### src/design/sliding_window_mean_stddev_macros.svh
// Assertion macros for the sliding window mean / deviation block.
// Used by the top level only; expects clk_i and rst_ni in scope.
`ifndef SLIDING_WINDOW_MEAN_STDDEV_MACROS_SVH
`define SLIDING_WINDOW_MEAN_STDDEV_MACROS_SVH

// Checked only outside reset.
`define SWMS_ASSERT(lbl, prop, msg) \
  lbl: assert property (@(posedge clk_i) disable iff (!rst_ni) prop) else $error(msg);

// Checked at every edge, reset included.
`define SWMS_ASSERT_ALWAYS(lbl, prop, msg) \
  lbl: assert property (@(posedge clk_i) prop) else $error(msg);

`endif

### src/design/swms_pkg.sv
// Package for the sliding window mean / deviation block.
// Payload structs, register and operation codes, fixed widths. No dependencies.
`default_nettype none
package swms_pkg;

  localparam int unsigned SAMPLE_W   = 32;
  localparam int unsigned SQ_W       = 2 * SAMPLE_W;
  localparam int unsigned ROOT_W     = SQ_W / 2;
  localparam int unsigned WL_W       = 7;
  localparam int unsigned CFG_IDX_W  = 2;
  localparam int unsigned CFG_DATA_W = 7;

  // largest positive value, used when the deviation saturates
  localparam logic [SAMPLE_W-1:0] VALUE_MAX = {1'b0, {(SAMPLE_W-1){1'b1}}};

  // register indexes
  localparam logic [CFG_IDX_W-1:0] CFG_WINDOW_LENGTH = 2'd0;
  localparam logic [CFG_IDX_W-1:0] CFG_MODE          = 2'd1;

  // operation codes
  localparam logic OP_PUSH  = 1'b0;
  localparam logic OP_CLEAR = 1'b1;

  // mode codes
  localparam logic MODE_MEAN = 1'b0;
  localparam logic MODE_DEV  = 1'b1;

  typedef struct packed {
    logic                       op;
    logic signed [SAMPLE_W-1:0] sample;
  } in_t;

  typedef struct packed {
    logic signed [SAMPLE_W-1:0] value;
    logic                       divide_fault;
  } out_t;

endpackage
`default_nettype wire

### src/design/swms_sqrt.sv
// Iterative floor square root, one result bit per cycle.
// Uses swms_pkg for the operand width.
`default_nettype none
module swms_sqrt
  import swms_pkg::*;
(
  input  wire logic              clk_i,
  input  wire logic              rst_ni,
  input  wire logic              start_i,
  input  wire logic [SQ_W-1:0]   radicand_i,
  output logic                   done_o,
  output logic [ROOT_W-1:0]      root_o
);
  logic [SQ_W-1:0] v_q, v_d, res_q, res_d, bit_q, bit_d, trial;
  logic            busy_q, busy_d, done_q, done_d;

  always_comb begin
    trial  = res_q + bit_q;
    v_d    = v_q;
    res_d  = res_q;
    bit_d  = bit_q;
    busy_d = busy_q;
    done_d = 1'b0;
    if (start_i) begin
      v_d    = radicand_i;
      res_d  = '0;
      bit_d  = SQ_W'(1) << (SQ_W - 2);
      busy_d = 1'b1;
    end else if (busy_q) begin
      if (v_q >= trial) begin
        v_d   = v_q - trial;
        res_d = (res_q >> 1) + bit_q;
      end else begin
        res_d = res_q >> 1;
      end
      bit_d = bit_q >> 2;
      // last pass handles the lowest bit
      if (bit_q[0]) begin
        busy_d = 1'b0;
        done_d = 1'b1;
      end
    end
  end

  always_ff @(posedge clk_i or negedge rst_ni) begin
    if (!rst_ni) begin
      busy_q <= 1'b0;
      done_q <= 1'b0;
    end else begin
      busy_q <= busy_d;
      done_q <= done_d;
    end
  end

  always_ff @(posedge clk_i) begin
    v_q   <= v_d;
    res_q <= res_d;
    bit_q <= bit_d;
  end

  assign done_o = done_q;
  assign root_o = res_q[ROOT_W-1:0];
endmodule
`default_nettype wire

### config.mk
export PLATFORM = sky130hd
export DESIGN_NAME = swms_sqrt
export DESIGN_NICKNAME = d
export VERILOG_FILES = /design/src/design/sliding_window_mean_stddev_macros.svh /design/src/design/swms_pkg.sv /design/src/design/swms_sqrt.sv
export SDC_FILE = /design/constraint.sdc
export NUM_CORES = 1
export LEC_CHECK = 0
export ABC_CLOCK_PERIOD_IN_PS = 11400
export BUFFER_PORTS_ARGS = -buffer_cell sky130_fd_sc_hd__clkbuf_2
export CAP_MARGIN = 20
export CORE_ASPECT_RATIO = 0.6
export CORE_UTILIZATION = 30
export DETAILED_ROUTE_END_ITERATION = 7
export GPL_TIMING_DRIVEN = 0
export PLACE_DENSITY_LB_ADDON = 0.1
export SLEW_MARGIN = 10
export SYNTH_ARGS = -nofsm -noshare
export SYNTH_HDL_FRONTEND = slang
export SYNTH_SLANG_ARGS = --single-unit
export TNS_END_PERCENT = 50
### constraint.sdc
create_clock -name clk_i -period 11.4 [get_ports clk_i]
set_input_delay 0.57 -clock clk_i [delete_from_list [all_inputs] [get_ports clk_i]]
set_output_delay 0.57 -clock clk_i [all_outputs]
set_load 0.05 [all_outputs]
## After elaboration in Yosys (flattened, before gate mapping)

Cells that the tools add are included.

| cells by class | value |
|---|---|
| add/subtract/negate cells | 3 |
| $lt $le $gt $ge | 1 |
| multiplexer cells | 10 |
| reductions and logical operators | 3 |

Operator list:

| kind | count |
|---|---|
| 2-to-1 mux 64 bit | 4 |
| adder 63 x 63 -> 64 bit | 1 |
| adder 64 x 63 -> 64 bit | 1 |
| >= comparator 64 bit | 1 |
| subtractor 64 bit | 1 |
| 2-to-1 mux 1 bit | 6 |
| nonzero test 2 bit | 2 |
| AND reduction 2 bit | 1 |

| storage, ports and cells | value |
|---|---|
| register bits | 162 |
| input bits | 67 |
| output and inout port bits | 33 |
| logic and storage cells | 22 |

## Logic depth before layout (Yosys ltp)

| depth | value |
|---|---|
| depth after elaboration | 5 |
| gate-level depth with buffers | 26 |
| gate-level depth less buffers | 23 |

## Worst setup path after synthesis

Ideal clock, no wire load.

| timing path | value |
|---|---|
| path kind | register -> register |
| start | reg res_q[2] |
| end | reg v_q[0] (enable) |
| library setup time | 0.575 ns |
| arrival | 8.898 ns |
| required time | 10.825 ns |
| setup slack | 1.927 ns |
| stages on the path, launching flop included | 22 |
| path buffers | 3 |
| clock period less this slack | 9.473 ns |
| cells stage by stage | dfxtp_1 -> ha_1 -> a31oi_1 -> a211oi_1 -> a31oi_1 -> o21ai_1 -> o2111ai_1 -> a21oi_1 -> o21ai_1 -> a221oi_1 -> a31o_2 -> xnor2_1 -> ha_1 -> clkbuf_1 -> nand4_1 -> or2_2 -> o221ai_1 -> o41ai_1 -> a21o_1 -> buf_2 -> buf_1 -> o21ai_0 |

| between the ends | value |
|---|---|
| word-level cells in the longest chain between the ends | 4 |

RTL lines:

| element | RTL line | text |
|---|---|---|
| start: declaration | swms_sqrt.sv:14 | `logic [SQ_W-1:0] v_q, v_d, res_q, res_d, bit_q, bit_d, trial;` |
| start signal: assignment | swms_sqrt.sv:57 | `res_q <= res_d;` |
| adder 64 x 63 -> 64 bit | swms_sqrt.sv:18 | `trial = res_q + bit_q;` |
| >= comparator 64 bit | swms_sqrt.sv:30 | `if (v_q >= trial) begin` |
| nonzero test 2 bit (no line) | n/a |  |
| AND reduction 2 bit (no line) | n/a |  |
| end signal: assignment | swms_sqrt.sv:56 | `v_q <= v_d;` |
| end: declaration | swms_sqrt.sv:14 |  |

No other way between the ends.
A chain may end at the register's enable or synchronous reset.

## Worst setup path in the final report

| timing path | value |
|---|---|
| start | reg res_q[2] |
| end | reg v_q[33] (enable) |

Same word-level chain as after synthesis.

==> impl_metrics.env <==
export IMPL_ys_top_cells_by_count="255 x nand2_1, 194 x nor2_1, 154 x o21ai_0, 130 x ha_1, 124 x a21oi_1"
export IMPL_synth_cell_types=85
export IMPL_die_area_um2=52300
export IMPL_wl_met3_um=5150
export IMPL_yosys_area_top_type_share_pct=12.5
export IMPL_outcome="finished, final reports clean"
export IMPL_worstMarginPinSlew_ps=1160
export IMPL_rsz0062_at_grt="false"
export IMPL_row_count=63
export IMPL_postCtsSetupBuffers=0
export IMPL_via_count=15800
export IMPL_whs_path_depth=3
export IMPL_coreArea_um2=50000
export IMPL_synth_edf_count=64
export IMPL_r2r_start="res_q[2]"
export IMPL_drive_above_1_share_pct=10.2
export IMPL_highest_layer="met4"
export IMPL_syn_inst=2000
export IMPL_cp_arrival_ps=8840
export IMPL_cts_sinks=162
export IMPL_p_leak_nw=7.09
export IMPL_worstPathMaxFanout=25
export IMPL_initial_core_util_pct=30.8
export IMPL_relSlewSlack_pct=22.3
export IMPL_io_pins=100
export IMPL_cts_htree_levels=4
export IMPL_fin_cells=2821
export IMPL_clock_fmax_mhz=116
export IMPL_tritoncts="yes"
export IMPL_gp_congestion=0.939
export IMPL_worstSetupEndpointType="register"
export IMPL_skew_ps=17.5
export IMPL_powerDensity_nw_per_um2=248
export IMPL_critPathSlowestCell="a211oi_1"
export IMPL_antenna_found_initial=2
export IMPL_grt_pass1_wl_um=91900
export IMPL_drc_errors=0
export IMPL_yosysTopAreaCell="dfxtp_1"
export IMPL_worst_path_largest_cell_delay_ps=1000
export IMPL_wl_per_cell_um=22.0
export IMPL_synth_seq_cells=162
export IMPL_clk_path_buf_depth=2
export IMPL_area_growth_pct=13.6
export IMPL_syn_mean_instance_area_um2=7.70
export IMPL_grt_max_degree=26
export IMPL_async_flop_share_pct=1.23
export IMPL_drv_cap=0
export IMPL_whs_endpoint="v_q[7]"
export IMPL_synth_area_um2=15400
export IMPL_worstReg2RegEnd="v_q[33]"
export IMPL_synth_seq_area_share_pct=25.3
export IMPL_die_width_um=294
export IMPL_hpwlAfterDp_um=49900
export IMPL_viasPerCell=5.59
export IMPL_ff2ff_path_depth=24
export IMPL_grt_overflow_total=0
export IMPL_wl_met2_um=22100
export IMPL_clk_latency_ps=470
export IMPL_nFillCells=5455
export IMPL_post_cts_resized=0
export IMPL_fin_crit_sh_pct=75.7
export IMPL_dp_cells=2786
export IMPL_fp_dieH_um=177
export IMPL_synthFlopType="dfxtp_1"
export IMPL_hp_class="primary input to register"
export IMPL_layout_nets=2324
export IMPL_yosys_top_cells_area="dfxtp_1 12%, edfxtp_1 12%, ha_1 11%"
export IMPL_firstDrtPassIters=5
export IMPL_start_kind="register"
export IMPL_syn_nets=2198
export IMPL_yosysMostFrequentCell="nand2_1"
export IMPL_routedLengthMet1_um=33900
export IMPL_cts_buffers=17
export IMPL_timing_worst_setup_path_type="register to register"
export IMPL_antenna_left=0
export IMPL_peakVddDrop_mv=0.181
export IMPL_maxSlewViolCount=0
export IMPL_r2r_slack_ps=2770
export IMPL_antenna_cells=0
export IMPL_setup_violations=0
export IMPL_min_delay_start="radicand_i[7]"
export IMPL_clk_pin_slew_ps=70
export IMPL_final_util_pct=35.0
export IMPL_yosys_warnings=0
export IMPL_totalWireLength_um=62200
export IMPL_final_hold_violation_count=0
export IMPL_required_ps=11600
export IMPL_clk_root_buffer_cell="clkbuf_16"
export IMPL_grt_pass1_vias=14400
export IMPL_port_buffers=99
export IMPL_track_usage_pct=23.7
export IMPL_crit_chain="ha_1 > a31oi_1 > a211oi_1 > a31oi_1 > o21ai_1 > o2111ai_1 > a21oi_1 > o21ai_1 > a221oi_1 > a31o_2 > xnor2_1 > ha_1 > clkbuf_1 > a21oi_1 > o21bai_1 > a21oi_1 > o21ai_1 > o41ai_1 > a21o_1 > buf_2 > buf_1 > o21ai_4 > buf_16 > buf_12"
export IMPL_drt_initial_drc_count=1732
export IMPL_post_route_min_period_ps=8630
## sequential cells by signal, indices dropped and copies added (netlist names)
| name | cells |
|---|---|
| bit_q | 32 |
| res_q | 64 |
| busy_q | 1 |
| v_q | 64 |
| done_o | 1 |
## placed cells by master (no fill, tap or decap), types with 41 or more instances in the layout
master    Yosys  final
nand3_1      41     41
a21o_1       51     51
clkbuf_2      0     99
dfxtp_1      96     96
o21ai_0     154    153
o21ai_1      53     53
inv_1        51     51
clkbuf_1     84     84
a21oi_1     124    124
edfxtp_1     64     64
ha_1        130    130
nand2_1     255    255
xor2_1       79     79
nand4_1      42     42
xnor2_1      74     74
nor2_1      194    194
mux2i_1      43     43
a31oi_1      73     73
## power by group
group | internal [mW] | total, mW | switching (mW)
clock | 0.374 | 0.664 | 0.290
combinational | 0.910 | 2.75 | 1.84
sequential | 0.832 | 0.929 | 0.0967
## cells by family (layout without fill, tap and decap cells)
kind of cell,after synthesis,count (layout),synth area share [%]
multiplexers,46,46,3.02
flip-flops,162,162,25.3
XOR/XNOR,153,153,8.70
adder cells (fa/ha/maj),131,131,10.7
AO/OA/AOI/OAI,652,652,27.2
AND/OR/NAND/NOR,671,671,19.7
buffers and inverters,185,324,5.37
## cell type report
cell class                 instances  area [um2]  share of cell area [%]
clock inverter                    13         165                   0.944
sequential                       162        3890                    22.3
clock buffer                      19         475                    2.72
timing repair buffer             107         593                    3.39
buffer                           133         632                    3.61
tap                              682         853                    4.88
multi-input combinational       1653       10700                    61.1
inverter                          52         195                    1.12
## through the flow
stage	total power, mW	hold WS (ps)	setup WS (ps)	setup TNS (ps)	cell area (um2)
3_3_place_gp	3.62	362	-4530	-289060	16700
2_1_floorplan	2.75	274	1930	0	15400
3_5_place_dp	3.62	363	3120	0	16800
5_1_grt	4.64	364	2390	0	17500
4_1_cts	4.30	351	3050	0	17500
6_report	4.34	379	2770	0	17500
## metal layers
metal / global-route usage (%) / up-vias
li1: - / 7577
met1: 38.6 / 7549
met2: 29.7 / 606
met3: 5.42 / 49
met4: 5.34 / 0
met5: 0 / -
## worst max-delay path, delay by kind of cell (launching register included)
family                   cells  cell delay, ps
AO/OA/AOI/OAI               16            5280
buffers and inverters        5            1780
adder cells (fa/ha/maj)      2             670
flip-flops                   1             400
XOR/XNOR                     1             180
## repair_timing
item / CTS / global route
hold buffers: 1 / 0
hold endpoints to repair: 2 / 0
endpoints found under the setup margin: 0 / 0
## worst max path at each step
stage,start,to,cells after the start,slack (ps)
floorplan,res_q[2],v_q[0],21,1930
global placement,res_q[2],v_q[30],21,-4530
detailed placement,res_q[2],v_q[31],24,3120
CTS,res_q[2],v_q[31],24,3050
global route,res_q[2],v_q[33],24,2390
finish,res_q[2],v_q[33],24,2770
No activity file was read; power rests on OpenSTA's default activity.
