<file path="config.mk">
export PLATFORM = sky130hd
export DESIGN_NAME = swms_div
export DESIGN_NICKNAME = d
export VERILOG_FILES = /design/src/design/sliding_window_mean_stddev_macros.svh /design/src/design/swms_div.sv
export SDC_FILE = /design/constraint.sdc
export NUM_CORES = 1
export LEC_CHECK = 0
export ABC_AREA = 1
export BUFFER_PORTS_ARGS = -buffer_cell sky130_fd_sc_hd__buf_2
export CORE_ASPECT_RATIO = 1.25
export CORE_MARGIN = 2
export CORE_UTILIZATION = 45
export CTS_CLUSTER_DIAMETER = 200
export DETAILED_ROUTE_END_ITERATION = 7
export GPL_ROUTABILITY_DRIVEN = 0
export MAX_ROUTING_LAYER = met4
export PLACE_DENSITY = 0.76
export SLEW_MARGIN = 30
export SYNTH_ARGS = -nofsm -noshare
export SYNTH_HDL_FRONTEND = slang
export SYNTH_SLANG_ARGS = --single-unit
</file>
<file path="constraint.sdc">
create_clock -name clk_i -period 1.7 [get_ports clk_i]
set_clock_uncertainty 0.15 [all_clocks]
set_input_delay 0.34 -clock clk_i [delete_from_list [all_inputs] [get_ports clk_i]]
set_output_delay 0.34 -clock clk_i [all_outputs]
set_load 0.1 [all_outputs]
</file>
<file path="src/design/sliding_window_mean_stddev_macros.svh">
// Assertion macros for the sliding window mean / deviation block.
// Used by the top level only; expects clk_i and rst_ni in scope.
`ifndef SLIDING_WINDOW_MEAN_STDDEV_MACROS_SVH
`define SLIDING_WINDOW_MEAN_STDDEV_MACROS_SVH

// Checked only outside reset.
`define SWMS_ASSERT(lbl, prop, msg) \
  lbl: assert property (@(posedge clk_i) disable iff (!rst_ni) prop) else $error(msg);

// Checked at every edge, reset included.
`define SWMS_ASSERT_ALWAYS(lbl, prop, msg) \
  lbl: assert property (@(posedge clk_i) prop) else $error(msg);

`endif

</file>
<file path="src/design/swms_div.sv">
// Iterative restoring divider, one quotient bit per cycle.
// Depends on nothing; shared by the mean and variance divisions.
`default_nettype none
module swms_div #(
  parameter int unsigned DW = 70,
  parameter int unsigned VW = 7
) (
  input  wire logic          clk_i,
  input  wire logic          rst_ni,
  input  wire logic          start_i,
  input  wire logic [DW-1:0] dividend_i,
  input  wire logic [VW-1:0] divisor_i,
  output logic               done_o,
  output logic [DW-1:0]      quotient_o
);
  localparam int unsigned CW = $clog2(DW + 1);

  logic [DW-1:0] quo_q, quo_d;
  logic [VW-1:0] rem_q, rem_d, div_q;
  logic [CW-1:0] cnt_q, cnt_d;
  logic          busy_q, busy_d, done_q, done_d;
  logic [VW:0]   rem_sh;
  logic          fits;

  // one restoring step
  always_comb begin
    rem_sh = {rem_q, quo_q[DW-1]};
    fits   = rem_sh >= {1'b0, div_q};
    quo_d  = quo_q;
    rem_d  = rem_q;
    cnt_d  = cnt_q;
    busy_d = busy_q;
    done_d = 1'b0;
    if (start_i) begin
      quo_d  = dividend_i;
      rem_d  = '0;
      cnt_d  = '0;
      busy_d = 1'b1;
    end else if (busy_q) begin
      rem_d = fits ? VW'(rem_sh - {1'b0, div_q}) : rem_sh[VW-1:0];
      quo_d = {quo_q[DW-2:0], fits};
      cnt_d = cnt_q + 1'b1;
      if (cnt_q == CW'(DW - 1)) begin
        busy_d = 1'b0;
        done_d = 1'b1;
      end
    end
  end

  always_ff @(posedge clk_i or negedge rst_ni) begin
    if (!rst_ni) begin
      busy_q <= 1'b0;
      done_q <= 1'b0;
      cnt_q  <= '0;
    end else begin
      busy_q <= busy_d;
      done_q <= done_d;
      cnt_q  <= cnt_d;
    end
  end

  // datapath
  always_ff @(posedge clk_i) begin
    quo_q <= quo_d;
    rem_q <= rem_d;
    if (start_i) div_q <= divisor_i;
  end

  assign done_o     = done_q;
  assign quotient_o = quo_q;
endmodule
`default_nettype wire

</file>
* After elaboration in Yosys (flattened, before gate mapping)
Index checks and enable logic that the tools add are counted.
** Storage, ports and cells
- Latch bits :: 0
- Memories :: 0
- Memory bits (writable) :: 0
- Flip-flop bits (word level) :: 93
- Bits in read-only memories :: 0
- Input bits :: 80
- Logic and storage cells :: 22
** Operators by class
- Shift operators :: 0
- Order comparisons :: 1
- Reductions and logical operators :: 1
- Add/subtract/negate cells :: 2
- Bitwise gates (word level) :: 0
- Multipliers :: 0
- Equal/unequal tests :: 1
- Muxes and demuxes :: 11
- Div/mod/pow operators :: 0
** Operators with widths (number)
- 70-bit two-way mux :: 2
- 7-bit two-way mux :: 3
- 8-bit by 7-bit >= comparator with 1-bit output :: 1
- 7-bit by 1-bit adder with 7-bit output, second input constant :: 1
- 7-bit equality test, second input constant :: 1
- 7-bit subtractor :: 1
- 1-bit two-way mux :: 6
- 2-bit nonzero test :: 1

* Longest topological paths before layout
Gate-level depths: netlist (run 1).
- Depth in word-level cells :: 4
- Gate-level depth with buffers :: 11

* Least setup slack after synthesis (run 1)
No wires, ideal clock.
- Path type :: register to register
- Start :: reg quo_q[69] (netlist: quotient_o[69])
- End :: reg rem_q[6]
- Data required time :: 1.437 ns
- Data arrival time :: 2.320 ns
- Stages on the path, launching flop included :: 12
- Slack :: -0.883 ns
- Cells stage by stage :: edfxtp_1 > inv_1 > ha_1 > fa_1 > inv_1 > nand3_1 > nand2_1 > nand2_1 > nand3_4 > nand3_1 > nand3_1 > nand2_1
** On the way
- Longest elaborated chain between the ends :: 2
** Ends and longest elaborated chain
- from (decl) :: line swms_div.sv:18 : logic [DW-1:0] quo_q, quo_d;
- from (signal assigned) :: line swms_div.sv:64 : quo_q <= quo_d;
- 7-bit subtractor or 8-bit by 7-bit >= comparator with 1-bit output (tied branches) :: line swms_div.sv:40, swms_div.sv:28
- 7-bit two-way mux (*) :: line swms_div.sv:40 : rem_d = fits ? VW'(rem_sh - {1'b0, div_q}) : rem_sh[VW-1:0];
- to (signal assigned) :: line swms_div.sv:65 : rem_q <= rem_d;
- to (decl) :: line swms_div.sv:19 : logic [VW-1:0] rem_q, rem_d, div_q;
Mark *: on every way between the ends. The rest lies on a longest branch, timed or not.
A chain may end at the register's enable or synchronous reset.

* Worst setup path after layout (run 1)
- Start :: reg div_q[0]
- End :: reg rem_q[2]
** On the way
- Longest elaborated chain between the ends :: 2
** Ends and longest elaborated chain
- from (decl) :: line swms_div.sv:19
- from (signal assigned) :: line swms_div.sv:66 : if (start_i) div_q <= divisor_i;
- 7-bit subtractor or 8-bit by 7-bit >= comparator with 1-bit output (tied branches) :: line swms_div.sv:40, swms_div.sv:28
- 7-bit two-way mux (*) :: line swms_div.sv:40
Marks and branches as above.

==> results.md, run 1 <==
* DR vias/cell at 4.895
* First-pass GRT wire length at 17380 µm
* Clk slew on worst S/H paths at 0.06 ns
* Post-layout min period at 1.854 ns
* Synth top area share at 53.61%
* Area of placed instances at 5374 µm²
* Crit path max fanout at 7
* Root Driver: clkbuf_16
* Largest net degree at the start of global routing at 45
* Status: complete, but fails checks
* Vias in the first global route at 3638
* TritonCTS buffer count at 9
* Seq/Total Area, Yosys at 62.08%
* Clock buffer depth at 2
* Worst path cell trace: ha_4 -> fa_2 -> inv_2 -> nand3_4 -> nand2_4 -> nand2_4 -> nand3_4 -> nand2_1 -> nand3_1 -> nand2_1
* Clock Latency Late Sink at 0.33 ns
* Clock sinks at 93
* RSZ-0062 raised after global routing: true
* YS warnings at 0
* Setup ws final at -0.1543 ns
* Die outline height at 113.5 µm
* Initial antenna violation count at 0
* Overflow after GRT at 0
* Post-Synth Adder-Cell Area at 3.075%
* Cells after synthesis at 469
* Mux contribution to synthesized area at 0%
* CTS tree: yes
* Netlist Area Pre-Place at 4313 µm²
* Finished layout cell area at 5741 µm²
* Largest vdd supply drop at 0.0007084 V
* Hold WC Path Type: input port to flop
* H-tree depth at 3
* Slowest-stage cell, CP: edfxtp_1
* Post-route DRC at 0
* Number of synthesized flops with an enable pin at 77
* Crit. End Element: flop
* Initial core utilization at 46.76%
* Die X-Extent at 91.57 µm
* Die ar. at 10390 µm²
* Final hold vios at 0
* Area Overhead vs Synth at 33.10%
* Rel. slew slack at 66.17%
* Antenna diode count at 0
* I/O Pins at 151
* Wirelength per Cell at 13.89 µm
* Post-synthesis xor/xnor area fraction at 0.4062%
* PortBufs at 150
* CP required at 1.78 ns
* Starting DRT DRC Count at 224
* Power Dens Cells at 1383 nW/µm²
* DP Wirelength at 7512 µm
* Startpoint class of the critical path: flop
* Slowest stage delay, CP at 0.41 ns
* Placed insts at 746
* Crit path buf inv count at 1
* Final Core Density at 62.24%
* Worst path arrival time at 1.93 ns
* Net Count, Synth at 559
* Routed WL at 10690 µm
* Power consumption at 7.937 mW
* Simple-gate area share of the yosys netlist at 28.00%
* Fillers at 757
* Largest family of logic cells by synthesized area: simple AND/OR/NAND/NOR gates
* Finished Layout Cells at 769
* Total GRT Usage at 21.63%
* Synth area leaders: edfxtp_1 (54%), nand2_1 (22%), dfrtp_1 (5.2%), dfxtp_1 (3.2%), ha_1 (2.6%)
* Fin. max-slew vios at 0
* Failing checks: negative setup slack
* Period utilization at 109.1%
* Core area at 9223 µm²
* Final setup vio count at 8
* Syn Area/Cell at 9.196 µm²
* Setup CP Type: flop to flop
* FP Rows at 39
* Worst-margin pin slew at 0.5110 ns
* CP top delay family: simple AND/OR/NAND/NOR gates
* Total leakage power at 2.956 nW
* Yosys reg bits at 93
* Layout cells sized above 1 at 31.89%
* Top FF cell, synth: edfxtp_1
* Drt first pass iters at 4
* Maxcap violations at 0
* Max Clock Freq at 539.3 MHz
* Vias at 3764
* Synth unique cells at 30
* Final ANT Viol Nets at 0
* Async SR Flop Fraction at 9.677%
* Nets at 731
* Compound-cell area share of the yosys netlist at 2.031%
* Cell taking the most area after synthesis: edfxtp_1
[cell usage after synthesis (3+ instances only)]
cell type / number
o21ai_0: 3
edfxtp_1: 77
dfxtp_1: 7
nor2_1: 10
a21oi_1: 5
inv_1: 29
nand2_1: 257
nand3b_1: 4
clkbuf_1: 8
ha_1: 9
buf_2: 5
nand3_1: 20
inv_2: 4
dfrtp_1: 9
buf_1: 3
[metrics by stage]
stage | setup TNS [ns] | worst slack (ns) | hold WS [ns]
detailed placement | -1.279 | -0.1878 | 0.05591
floorplan | -5.763 | -0.7350 | -0.1056
global route | -1.875 | -0.2596 | 0.02092
finish | -1.121 | -0.1543 | 0.03227
CTS | -0.7659 | -0.1142 | 0.02004
global placement | -0.6801 | -0.1209 | 0.04697
[registers in the layout, summed over array words and instances (netlist names)]
signal      flops
rem_q           7
done_o          1
busy_q          1
quotient_o     70
cnt_q           7
div_q           7
[placed cells by master (no fill, tap or decap), types with 3 or more instances in the layout]
cell type  synthesis  final
nand3b_1           4      4
ha_1               9      7
nor2_1            10     10
buf_4              0     23
dfrtp_1            9      9
dfxtp_1            7      7
buf_2              5    148
nand3_1           20     17
clkbuf_16          0      9
a21oi_1            5      5
buf_12             0      4
nand2_1          257    254
o21ai_0            3      3
clkinv_1           0      4
clkbuf_1           8      3
edfxtp_1          77     77
inv_2              4      5
inv_1             29     27
[final timing paths]
| check | startpoint | to | slack, ns | depth (start not counted) |
|---|---|---|---|---|
| max | div_q[0] | rem_q[2] | -0.15 | 10 |
| min | divisor_i[4] | div_q[4] | 0.03 | 1 |
| max reg2reg | div_q[0] | rem_q[2] | -0.15 | 10 |
| min reg2reg | rem_q[6] | rem_q[6] | 0.32 | 2 |
| max in group asynchronous | rst_ni | cnt_q[1] | 0.97 | 2 |
| min in group asynchronous | rst_ni | cnt_q[3] | 0.25 | 2 |
[metal layers]
layer / GRT usage, % / vias to the layer above / wire length [µm]
li1: - / 1851 / -
met1: 27.71 / 1750 / 4628
met2: 34.02 / 140 / 5208
met3: 3.369 / 23 / 566
met4: 10.10 / 0 / 282
met5: - / - / 0
[cell type report]
| type | instances | area [µm²] | share of cell area [%] |
|---|---|---|---|
| sequential | 93 | 2678 | 46.64 |
| multi-input combinational | 327 | 1520 | 26.48 |
| timing repair buffer | 177 | 1011 | 17.61 |
| clock buffer | 12 | 236.5 | 4.119 |
| tap | 123 | 153.9 | 2.681 |
| inverter | 33 | 126.4 | 2.201 |
| clock inverter | 4 | 15.01 | 0.2616 |
[worst register-to-register path: cells and delay by family (launching register included)]
family / cells / cell delay [ns]
buffers and inverters: 1 / 0.10
adders and majority gates: 2 / 0.54
and+or+nand+nor: 7 / 0.55
DFF: 1 / 0.41
[cell families after synthesis]
group	after synthesis
compound gates	14
xor+xnor	2
fa+ha+maj	10
buf+inv	49
flops	93
simple gates	301
[report_power, final]
part / internal, mW / switching (mW)
combinational: 0.931 / 2.26
sequential: 2.79 / 0.196
clock: 0.974 / 0.785
[timing repair]
| item | CTS | global route |
|---|---|---|
| hold buffers | 1 | 0 |
| gates resized for setup | 7 | 4 |
| setup buffers | 1 | 5 |
| pin swaps | 4 | 5 |
| hold endpoints to repair | 9 | 0 |
| endpoints found under the setup margin | 9 | 9 |
No activity file was read; power rests on OpenSTA's default activity.
==> run 2, diff against run 1 <==
Settings changed: PLACE_DENSITY 0.76 to 0.82.
==> run 2 against run 1 <==
  * The run still ends with negative setup slack left
  * Sequential power about the same
  * Clock power up 15%
  * Final cell count is 0.52% higher
  * Critical path depth unchanged
  * Register-to-register slack got worse by 0.05 ns
  * Sequential cell count unchanged
  * Clock-buffer cell count rose by 1
  * Setup slack worse by 0.051 ns
  * Power rose by 5.5%
  * Design area is 1.9% higher
  * Largest cell class unchanged
  * Highest routed layer unchanged
==> results.md, run 2 (synthesized netlist as in run 1, its figures left out) <==
* Initial antenna violation count at 1
* Routed WL at 11570 µm
* Root Driver: clkbuf_16
* First-pass GRT wire length at 18370 µm
* Most frequent cells in the layout: nand2_1 (253), buf_2 (149), edfxtp_1 (77)
* Post-layout min period at 1.906 ns
* Maxcap violations at 0
* Hold path depth at 1
* Crit. End Element: flop
* DP Wirelength at 8018 µm
* Period utilization at 112.1%
* I/O Pins at 151
* Vias in the first global route at 3801
* Initial core utilization at 46.76%
* Die outline height at 113.5 µm
* Die ar. at 10390 µm²
* Worst-margin pin slew at 0.5194 ns
* Max Clock Freq at 524.8 MHz
* Vias at 3833
* Startpoint class of the critical path: flop
* Layout cells sized above 1 at 33.90%
* Hold_sp: divisor_i[4]
* PortBufs at 150
* DR vias/cell at 4.959
* Rel. slew slack at 65.61%
* Max FFs per register at 70
* Total leakage power at 3.006 nW
* Crit path max fanout at 3
* Placed insts at 750
* CP required at 1.78 ns
* Largest vdd supply drop at 0.0007855 V
* Die X-Extent at 91.57 µm
* Final hold vios at 0
* Final setup vio count at 8
* RR Startpoint: div_q[0]
* Hold WC Path Type: input port to flop
* Total GRT Usage at 23.03%
* FP Rows at 39
* Drt first pass iters at 4
* H-tree depth at 3
* Fillers at 729
* Failing checks: negative setup slack
* Area Overhead vs Synth at 35.60%
* Largest net degree at the start of global routing at 43
* Worst slack, placed at -0.1308 ns
* RSZ-0062 raised after global routing: true
* Flop2flop setup slack at -0.21 ns
* Wirelength per Cell at 14.96 µm
* Reg2reg end: rem_q[4]
* CTS tree: yes
* Clock Latency Late Sink at 0.33 ns
* Final ANT Viol Nets at 0
* Total negative setup slack at -1.450 ns
* Status: complete, but fails checks
* Hold EP: div_q[4]
* Power Dens Cells at 1431 nW/µm²
* Worst path arrival time at 1.99 ns
* TritonCTS buffer count at 9
* Setup ws final at -0.2056 ns
* Clock buffer depth at 2
* R2R cell count at 10
* Overflow after GRT at 0
* Finished Layout Cells at 773
* Setup CP Type: flop to flop
* Commonest non-fill, non-tap cell in the layout: nand2_1
* Starting DRT DRC Count at 272
* Fin. max-slew vios at 0
* Nets at 734
* Post-route DRC at 0
* Clk slew on worst S/H paths at 0.06 ns
* Clock sinks at 93
* Power consumption at 8.371 mW
* Core area at 9223 µm²
[run 2: per-layer routing]
metal  track usage (%)  wire length [µm]  vias up  part of all wire (%)
met3             4.227               729       16                   6.3
met2             39.51              6010      162                    52
met5                 -                 0        -                     0
li1                  -                 -     1863                     -
met4             6.364               136        0                   1.2
met1             28.05              4690     1792                    41
[run 2: where the power goes]
group	total (mW)	internal (mW)	switching, mW
sequential	2.99	2.79	0.203
combinational	3.35	0.970	2.38
clock	2.03	1.20	0.829
[run 2: layout make-up]
| cell class | instances | area (µm²) | share of cell area, % |
|---|---|---|---|
| Antenna cell | 1 | 2.502 | 0.04279 |
| Clock buffer | 13 | 292.8 | 5.006 |
| Clock inverter | 3 | 15.01 | 0.2567 |
| Inverter | 33 | 126.4 | 2.161 |
| Multi-Input combinational cell | 327 | 1533 | 26.21 |
| Sequential cell | 93 | 2678 | 45.79 |
| Tap cell | 123 | 153.9 | 2.632 |
| Timing Repair Buffer | 180 | 1047 | 17.91 |
[run 2: worst max path at each step]
stage	start	end	slack (ns)	cells after the start
global route	quotient_o[69]	rem_q[2]	-0.27	11
finish	div_q[0]	rem_q[4]	-0.21	10
detailed placement	quotient_o[69]	rem_q[6]	-0.13	11
global placement	quotient_o[69]	rem_q[5]	-0.05	11
floorplan	quotient_o[69]	rem_q[6]	-0.74	11
CTS	div_q[0]	rem_q[3]	-0.18	10
[run 2: critical path: stages, from the launching register on]
cell      delay (ns)
edfxtp_1        0.41
ha_4            0.18
fa_2            0.35
inv_2           0.09
nand3_2         0.10
nand2_4         0.11
buf_4           0.13
xnor2_2         0.10
nand2_1         0.06
nand3_1         0.07
nand2_1         0.04
[run 2: per-stage QoR]
step	utilization [%]	cell area, µm²	hold slack (ns)
floorplan	-	4335	-0.1056
global placement	58.59	5404	0.04581
detailed placement	58.59	5404	0.05539
CTS	62.64	5777	0.02309
global route	63.41	5848	0.02183
finish	63.41	5848	0.03096
[run 2: timing repair]
| item | 4_1_cts | 5_1_grt |
|---|---|---|
| hold endpoints to repair | 9 | 0 |
| cloned | 0 | 0 |
| resized for setup | 9 | 9 |
| setup endpoints to repair | 9 | 9 |
| pin swaps | 4 | 6 |
| setup buffers | 2 | 4 |
| hold buffers | 1 | 0 |
==> run 3, diff against run 2 <==
Settings changed: CORE_UTILIZATION 45 to 25, GPL_TIMING_DRIVEN set to 0, PLACE_DENSITY 0.82 to 0.53.
==> run 3 against run 2 <==
  * The run still ends with negative setup slack left
  * Critical path type unchanged
  * Largest power group is now registers
  * Die area grew 76%
  * Critical path depth is the same
  * Setup slack gained 0.059 ns
  * Sequential power is essentially flat
  * Largest cell class unchanged
  * Critical endpoint is now rem_q[2]
==> results.md, run 3 (synthesized netlist as in run 1, its figures left out) <==
* Status: complete, but fails checks
* Failing checks: negative setup slack
* Worst-margin pin slew at 0.5964 ns
* Setup ws final at -0.1468 ns
* Finished Layout Cells at 860
* Crit path max fanout at 7
* Vias at 3679
* Hold path depth at 1
* RR Startpoint: div_q[0]
* Placed insts at 839
* WHS at 0.02209 ns
* Initial core utilization at 25.61%
* Die X-Extent at 121.5 µm
* Layout cells sized above 1 at 30.52%
* Vias in the first global route at 3568
* Startpoint class of the critical path: flop
* Worst path arrival time at 1.94 ns
* CTS tree: yes
* Total GRT Usage at 13.44%
* DR vias/cell at 4.278
* Post-route DRC at 0
* Most frequent cells in the layout: nand2_1 (255), buf_2 (149), edfxtp_1 (77)
* Overflow after GRT at 0
* Clock sinks at 93
* Wirelength per Cell at 13.42 µm
* Die ar. at 18330 µm²
* Clock Latency Late Sink at 0.35 ns
* Total leakage power at 2.875 nW
* Drt first pass iters at 4
* Largest vdd supply drop at 0.0004977 V
* Largest net degree at the start of global routing at 72
* RSZ-0062 raised after global routing: true
* Hold_sp: divisor_i[6]
* Reg2reg end: rem_q[2]
* Final hold vios at 0
* Nets at 725
* First-pass GRT wire length at 18270 µm
* Power Dens Cells at 1355 nW/µm²
* TritonCTS buffer count at 9
* Rel. slew slack at 60.24%
* Crit. End Element: flop
* Initial antenna violation count at 1
* DP Wirelength at 8259 µm
* FP Rows at 53
* Clk slew on worst S/H paths at 0.07 ns
* I/O Pins at 151
* Routed WL at 11540 µm
* Commonest non-fill, non-tap cell in the layout: nand2_1
* Fin. max-slew vios at 0
* Core area at 16840 µm²
* Worst Setup SP: div_q[0]
* CP required at 1.79 ns
* Maxcap violations at 0
* Post-layout min period at 1.847 ns
* Critical Path Sink: rem_q[2]
* Die outline height at 150.9 µm
* Area Overhead vs Synth at 33.25%
* Period utilization at 108.6%
* Flop2flop setup slack at -0.15 ns
* Final ANT Viol Nets at 0
* Hold WC Path Type: input port to flop
* Max FFs per register at 70
* Max Clock Freq at 541.5 MHz
* Setup CP Type: flop to flop
* Final setup vio count at 79
* R2R cell count at 10
* PortBufs at 150
* Clock buffer depth at 2
* Starting DRT DRC Count at 230
* Root Driver: clkbuf_16
* H-tree depth at 3
run 3: layout make-up:
class / count / area [µm²]
fillers: 1818 / 11100
inverters: 33 / 131.4
flip-flops and latches: 93 / 2678
clock inverters: 6 / 40.04
plain buffers: 16 / 68.82
repair buffers: 155 / 805.8
diodes: 1 / 2.502
clock buffers: 9 / 225.2
well taps: 220 / 275.3
multi-input cells: 327 / 1520
run 3: routing by layer:
metal  GRT usage, %  wire [µm]
met1          17.17       5132
met2          21.01       5583
met3          2.523        608
met4          5.632        213
met5              -          0
run 3: repair_timing:
item / in CTS / in global routing
endpoints found under the hold margin: 10 / 0
endpoints found under the setup margin: 82 / 82
setup buffers: 3 / 0
hold buffers: 2 / 0
gates resized for setup: 16 / 3
pin swaps: 6 / 2
run 3: stage by stage:
stage / instance area, µm² / utilization, % / total power [mW] / setup slack, ns / TNS (ns)
finish: 5747 / 34.12 / 7.789 / -0.1468 / -5.828
global route: 5747 / 34.12 / 8.204 / -0.2429 / -14.37
CTS: 5737 / 34.06 / 7.865 / -0.1533 / -5.852
detailed placement: 5361 / 31.83 / 5.784 / -0.7598 / -78.47
global placement: 5361 / 31.83 / 5.769 / -0.7488 / -75.53
floorplan: 4335 / - / 5.241 / -0.7350 / -5.763
run 3: where the power goes:
| part | leakage, nW | internal (mW) | switching, mW | total [mW] |
|---|---|---|---|---|
| clock | 0.131 | 0.984 | 0.899 | 1.88 |
| sequential | 1.01 | 2.79 | 0.192 | 2.98 |
| combinational | 1.73 | 0.770 | 2.16 | 2.93 |
| total | 2.87 | 4.54 | 3.25 | 7.79 |
run 3: critical path, cell delays in order (launching register included):
cell      delay [ns]
edfxtp_1        0.42
ha_4            0.19
fa_2            0.36
inv_2           0.08
nand3_2         0.08
nand2_4         0.11
nand2_4         0.05
nand3_4         0.10
nand2_1         0.07
nand3_1         0.08
nand2_1         0.05
run 3: how the worst min path moves through the flow:
stage                     endpoint
after floorplan             busy_q
after global placement    cnt_q[6]
after detailed placement  cnt_q[6]
after CTS                 div_q[0]
after global routing      div_q[0]
final                     div_q[6]
